File: src/rtl/nfa_bit_parallel_matcher_unit_assert.svh
// ----------------------------------------------------------------------------
// NFA matcher assertion macros
// Shared property forms for the matcher's concurrent checks. The checks
// sample on clk and are disabled while rst_n is low.
// ----------------------------------------------------------------------------
`ifndef NFA_BIT_PARALLEL_MATCHER_UNIT_ASSERT_SVH
`define NFA_BIT_PARALLEL_MATCHER_UNIT_ASSERT_SVH

// cond in a cycle requires expr in the same cycle
`define NBPM_ASSERT_NOW(label, cond, expr, msg) \
    label: assert property (@(posedge clk) disable iff (!rst_n) (cond) |-> (expr)) \
        else $error(msg);

// cond in a cycle requires expr in the next cycle
`define NBPM_ASSERT_NEXT(label, cond, expr, msg) \
    label: assert property (@(posedge clk) disable iff (!rst_n) (cond) |=> (expr)) \
        else $error(msg);

`endif

File: src/rtl/nbpm_pkg.sv
// ----------------------------------------------------------------------------
// NFA matcher package
// Sizes, stream field layout, command encoding and shared types.
// ----------------------------------------------------------------------------
package nbpm_pkg;

    localparam int NUM_STATES  = 32;
    localparam int NUM_SYMBOLS = 128;
    localparam int STATE_W     = $clog2(NUM_STATES);
    localparam int SYM_W       = $clog2(NUM_SYMBOLS);

    // Fixed request field widths
    localparam int REQ_W         = 3;
    localparam int SYM_FIELD_W   = 7;
    localparam int STATE_FIELD_W = 5;
    localparam int ACTIVE_W      = 32;

    // Input stream layout
    localparam int SYM_LSB     = 0;
    localparam int SRC_LSB     = SYM_LSB + SYM_FIELD_W;
    localparam int DST_LSB     = SRC_LSB + STATE_FIELD_W;
    localparam int FLAG_BIT    = DST_LSB + STATE_FIELD_W;
    localparam int IN_DATA_W   = 24;
    localparam int IN_USER_W   = REQ_W;

    // Output stream layout
    localparam int OUT_DATA_W  = 40;
    localparam int OUT_PAD_W   = OUT_DATA_W - ACTIVE_W - 1;

    localparam int QUEUE_DEPTH = 2;

    localparam logic [REQ_W-1:0] REQ_STEP    = 3'd0;
    localparam logic [REQ_W-1:0] REQ_ADD     = 3'd1;
    localparam logic [REQ_W-1:0] REQ_ADD_ALL = 3'd2;
    localparam logic [REQ_W-1:0] REQ_SET_ACC = 3'd3;
    localparam logic [REQ_W-1:0] REQ_RESTART = 3'd4;

    typedef enum logic [2:0] {
        OP_NOP,
        OP_STEP,
        OP_ADD,
        OP_ADD_ALL,
        OP_SET_ACC,
        OP_RESTART
    } op_t;

    typedef struct packed {
        op_t                op;
        logic               sym_ok;
        logic [SYM_W-1:0]   sym;
        logic [STATE_W-1:0] src;
        logic [STATE_W-1:0] dst;
        logic               flag;
        logic               last;
    } nbpm_cmd_t;

    typedef enum logic [1:0] {
        ST_CLEAR,
        ST_IDLE,
        ST_STEP,
        ST_ADD
    } back_state_t;

    typedef struct packed {
        logic clearing;
        logic busy;
        logic pop;
    } nbpm_back_status_t;

endpackage

File: src/rtl/nbpm_queue.sv
// ----------------------------------------------------------------------------
// NFA matcher command queue
// Short FIFO of decoded commands between the front end and the back end.
// ----------------------------------------------------------------------------
module nbpm_queue
    import nbpm_pkg::*;
(
    input  logic      clk,
    input  logic      rst_n,
    input  logic      push,
    input  nbpm_cmd_t cmd_in,
    input  logic      pop,
    output nbpm_cmd_t cmd_out,
    output logic      empty,
    output logic      full
);

    localparam int PTR_W = $clog2(QUEUE_DEPTH);
    localparam int CNT_W = $clog2(QUEUE_DEPTH + 1);

    nbpm_cmd_t        entry_reg [QUEUE_DEPTH];
    logic [PTR_W-1:0] wr_ptr_reg;
    logic [PTR_W-1:0] wr_ptr_next;
    logic [PTR_W-1:0] rd_ptr_reg;
    logic [PTR_W-1:0] rd_ptr_next;
    logic [CNT_W-1:0] count_reg;
    logic [CNT_W-1:0] count_next;

    assign empty   = (count_reg == '0);
    assign full    = (count_reg == CNT_W'(QUEUE_DEPTH));
    assign cmd_out = entry_reg[rd_ptr_reg];

    always_comb
    begin
        wr_ptr_next = wr_ptr_reg;
        rd_ptr_next = rd_ptr_reg;
        count_next  = count_reg;
        if (push)
        begin
            wr_ptr_next = (wr_ptr_reg == PTR_W'(QUEUE_DEPTH - 1)) ? '0 : wr_ptr_reg + 1'b1;
        end
        if (pop)
        begin
            rd_ptr_next = (rd_ptr_reg == PTR_W'(QUEUE_DEPTH - 1)) ? '0 : rd_ptr_reg + 1'b1;
        end
        if (push && !pop)
        begin
            count_next = count_reg + 1'b1;
        end
        else if (pop && !push)
        begin
            count_next = count_reg - 1'b1;
        end
    end

    always_ff @(posedge clk or negedge rst_n)
    begin
        if (!rst_n)
        begin
            wr_ptr_reg <= '0;
            rd_ptr_reg <= '0;
            count_reg  <= '0;
        end
        else
        begin
            wr_ptr_reg <= wr_ptr_next;
            rd_ptr_reg <= rd_ptr_next;
            count_reg  <= count_next;
        end
    end

    always_ff @(posedge clk)
    begin
        if (push)
        begin
            entry_reg[wr_ptr_reg] <= cmd_in;
        end
    end

endmodule

File: config.mk
export PLATFORM = sky130hd
export DESIGN_NAME = nbpm_queue
export DESIGN_NICKNAME = d
export VERILOG_FILES = /design/src/rtl/nfa_bit_parallel_matcher_unit_assert.svh /design/src/rtl/nbpm_pkg.sv /design/src/rtl/nbpm_queue.sv
export SDC_FILE = /design/constraint.sdc
export NUM_CORES = 1
export LEC_CHECK = 0
export BUFFER_PORTS_ARGS = -buffer_cell sky130_fd_sc_hd__buf_2
export CAP_MARGIN = 5
export CORE_MARGIN = 2
export CORE_UTILIZATION = 45
export CTS_BUF_LIST = sky130_fd_sc_hd__clkbuf_8 sky130_fd_sc_hd__clkbuf_16
export DETAILED_ROUTE_END_ITERATION = 7
export GPL_TIMING_DRIVEN = 1
export PLACE_DENSITY = 0.79
export RECOVER_POWER = 50
export SYNTH_ARGS = -nofsm -noshare
export SYNTH_HDL_FRONTEND = slang
export SYNTH_SLANG_ARGS = --single-unit
File: constraint.sdc
create_clock -name clk -period 4.51 [get_ports clk]
set_input_delay 0.6765 -clock clk [delete_from_list [all_inputs] [get_ports clk]]
set_output_delay 0.6765 -clock clk [all_outputs]
set_load 0.1 [all_outputs]
==> results list <==
- Result of the run: complete, but fails checks
- The final reports fail on max-capacitance violations.
* Max Transition Viols Final: 0
- CTS built an H-tree with a depth of 2.
- Of all nets on the critical path, the largest fanout is 15.
- Global-route track usage on met3: 5.52%
* Commonest non-fill, non-tap cells in the layout: 46 x sky130_fd_sc_hd__edfxtp_1, 41 x sky130_fd_sc_hd__buf_2, 19 x sky130_fd_sc_hd__mux2_4, 10 x sky130_fd_sc_hd__clkbuf_1, 5 x sky130_fd_sc_hd__clkbuf_8
- Global-route wire length before repair: 4640 microns
* Classification of the worst-slack hold path: in -> async
- Global routing used 12.6% of the available tracks across all layers.
- Across all layers, the routed design uses between 900 and 1k vias.
- Share of the synthesized area in the top cell type: a little under three quarters
- Crit Path Category: reg -> out
- Final number of setup-violating endpoints: 0
- For this run, the post-layout net count is 172.
- Of the synthesized area, sequential elements account for 76.0%.
* Clock tree from TritonCTS: done
* Layout overhead on the synthesized area: 17.7%
- The initial utilization of the core area, before any placement, comes to around 48%.
* Grt ovf: 0
- Maximum cell stage delay along the critical path: approximately 0.66 ns
* Critical register-to-register path endpoint: entry_reg[1][22]$_DFFE_PP_
* Floorplan Core Area: between 0.004 and 0.005 sq mm
* Clock buffer count from CTS: 5
- Site row count: 23
* DR vias/cell: 4.74
- GRT met2 Usage: between 20% and 30%
- Clock insertion delay at the later pin of the skew report: 0.29 ns
- Transition time at the pin with the least slew margin: ~1.5 ns
* Die W: between 60 and 70 microns
* Initial DRC Count: 61
* Number of antenna violations at the first check in global routing: 0
* Count of max-cap constraint violations: 1
* Routing layer with the top usage in global route: met2
- For this design, the slowest cell found on the critical path is sky130_fd_sc_hd__dfrtp_1.
* Register-to-register setup slack: 2.56 ns
- STA puts the critical path data required time at 3.83 ns.
- Counting every sink on the clock net gives 50.
- Utilization of the core after routing: ~56%
- In the final routed layout, each cell accounts on average for roughly 15 microns.
* Length in cells of the worst reg-to-reg path: 1
- After layout, the worst path uses 58.9% of the clock period.
* Buffers on Ports: 51
- Number of setup buffers added after CTS: 0
- Relative max-transition margin: 0.638%
- Clock skew on the completed layout was measured at between 0.003 and 0.004 ns.
- The die covers 0.00487 sq mm.
* N_diodes: 0
- The library cell used most frequently in the layout, excluding fill and tap cells, is sky130_fd_sc_hd__edfxtp_1.
- In the routed design, unresolved DRC markers number 0.
- WL final: 2850 microns
- Counting distinct cell types in the post-synthesis netlist gives 13.
- The number of gates resized after CTS was 0.
- Largest net degree at the start of global routing: 24
- Launching element type of the critical path: register
* Critical path, cell by cell: buf_4 > mux2_2 > buf_2
* I/O pin cnt: 52
* DPL Wire Length: roughly 2000 microns
* Vias in the first global route: 1011
* Met1 capacity usage during global routing: 14.4%
- Top post-synthesis cells by area: sky130_fd_sc_hd__edfxtp_1 71%, sky130_fd_sc_hd__mux2_4 15%, sky130_fd_sc_hd__dfrtp_1 5.1%, sky130_fd_sc_hd__mux2_2 2.3%, sky130_fd_sc_hd__buf_12 2.1%
- The die is between 60 and 70 microns tall.
- Setup repair after global routing left no endpoint under its margin.
- Launch point of the worst path: rd_ptr_reg$_DFFE_PN0P_
- Gpl congestion: 0.703
- The tree is rooted in a sky130_fd_sc_hd__clkbuf_8.
* Arrival time worst endpoint: 1.98 ns
* Synthesized instance count: 88
- Flip-flop count of the largest register, all copies and words added: 46
- The count of endpoints failing hold in the final timing report is 0.
* Net count of the mapped netlist: 116
- The synthesized netlist occupies a cell area of 0.00195 sq mm.
- After clock tree synthesis, the flow added hold-fix buffers numbering 0.
* Largest area contributor in the netlist: sky130_fd_sc_hd__edfxtp_1
* Max Fclk: 376 MHz
- Antenna Violating Nets Remaining: 0
- Worst reg2reg path startpoint: wr_ptr_reg$_DFFE_PN0P_
* Mean post-synth cell area: 22.2 sq um
- The worst setup path is captured at an output port.
- The clock passes through at most 2 buffers.
* Flip-flop and latch count after synthesis: 50
* Yosys warns: 0
* Clock slew at reported path FFs: 0.08 ns
- Summed over all failing endpoints, the final setup total negative slack is 0 ns.
- Hold is met by 0.205 ns.
- Pre-antenna DRT Iters: 4
- The post-route netlist has 49.7% of its cells at a drive strength greater than 1.
* Final Critical Period: about 2.7 ns
[per-stage QoR]
stage | cell area [sq um] | setup WS (ns) | instances
6_report | 2290 | 1.85 | 195
5_1_grt | 2290 | 1.73 | 195
4_1_cts | 2310 | 1.79 | 195
3_5_place_dp | 2230 | 2.13 | 187
3_3_place_gp | 2230 | 2.17 | 187
2_1_floorplan | 1950 | 2.08 | 88
[final cells by class]
type,instances,area [sq um]
inverters,1,3.75
multi-input cells,34,415
repair buffers,52,250
well taps,50,62.6
flip-flops and latches,50,1480
clock buffers,5,68.8
clock inverters,3,12.5
fillers,345,1790
[cells in the mapped netlist, drive strengths merged]
cell	instances
and2	1
buf	3
dfrtp	4
edfxtp	46
ha	1
inv	1
mux2	23
nor2	2
nor2b	2
xnor2	1
xor2	4
[routing by layer]
metal | share of wire [%] | wire length [microns]
met2 | 49 | 1410
met3 | 8.8 | 252
met4 | 1.0 | 29
met1 | 41 | 1160
met5 | 0 | 0
[worst max path at each step]
stage | endpoint | slack, ns | cells after the start
2_1_floorplan | full | 2.08 | 1
3_3_place_gp | cmd_out[3] | 2.17 | 3
3_5_place_dp | cmd_out[8] | 2.13 | 3
4_1_cts | cmd_out[8] | 1.79 | 3
5_1_grt | cmd_out[7] | 1.73 | 3
6_report | cmd_out[8] | 1.85 | 3
[cells by family (layout without fill, tap and decap cells)]
group,after synthesis,after routing,share of synthesized area (%)
fa+ha+maj,1,1,0.642
xor+xnor,5,5,2.25
buf+inv,4,61,2.82
mux,23,23,16.9
simple gates,5,5,1.35
flops,50,50,76.0
[worst max-delay path: cells and delay by family (launching register included)]
| family | cells | cell delay [ns] |
|---|---|---|
| multiplexers | 1 | 0.37 |
| buffers and inverters | 2 | 0.66 |
| flip-flops | 1 | 0.66 |
Power is not shown: default switching activity piles up to over one toggle a cycle in this logic, so the estimate is an artifact.
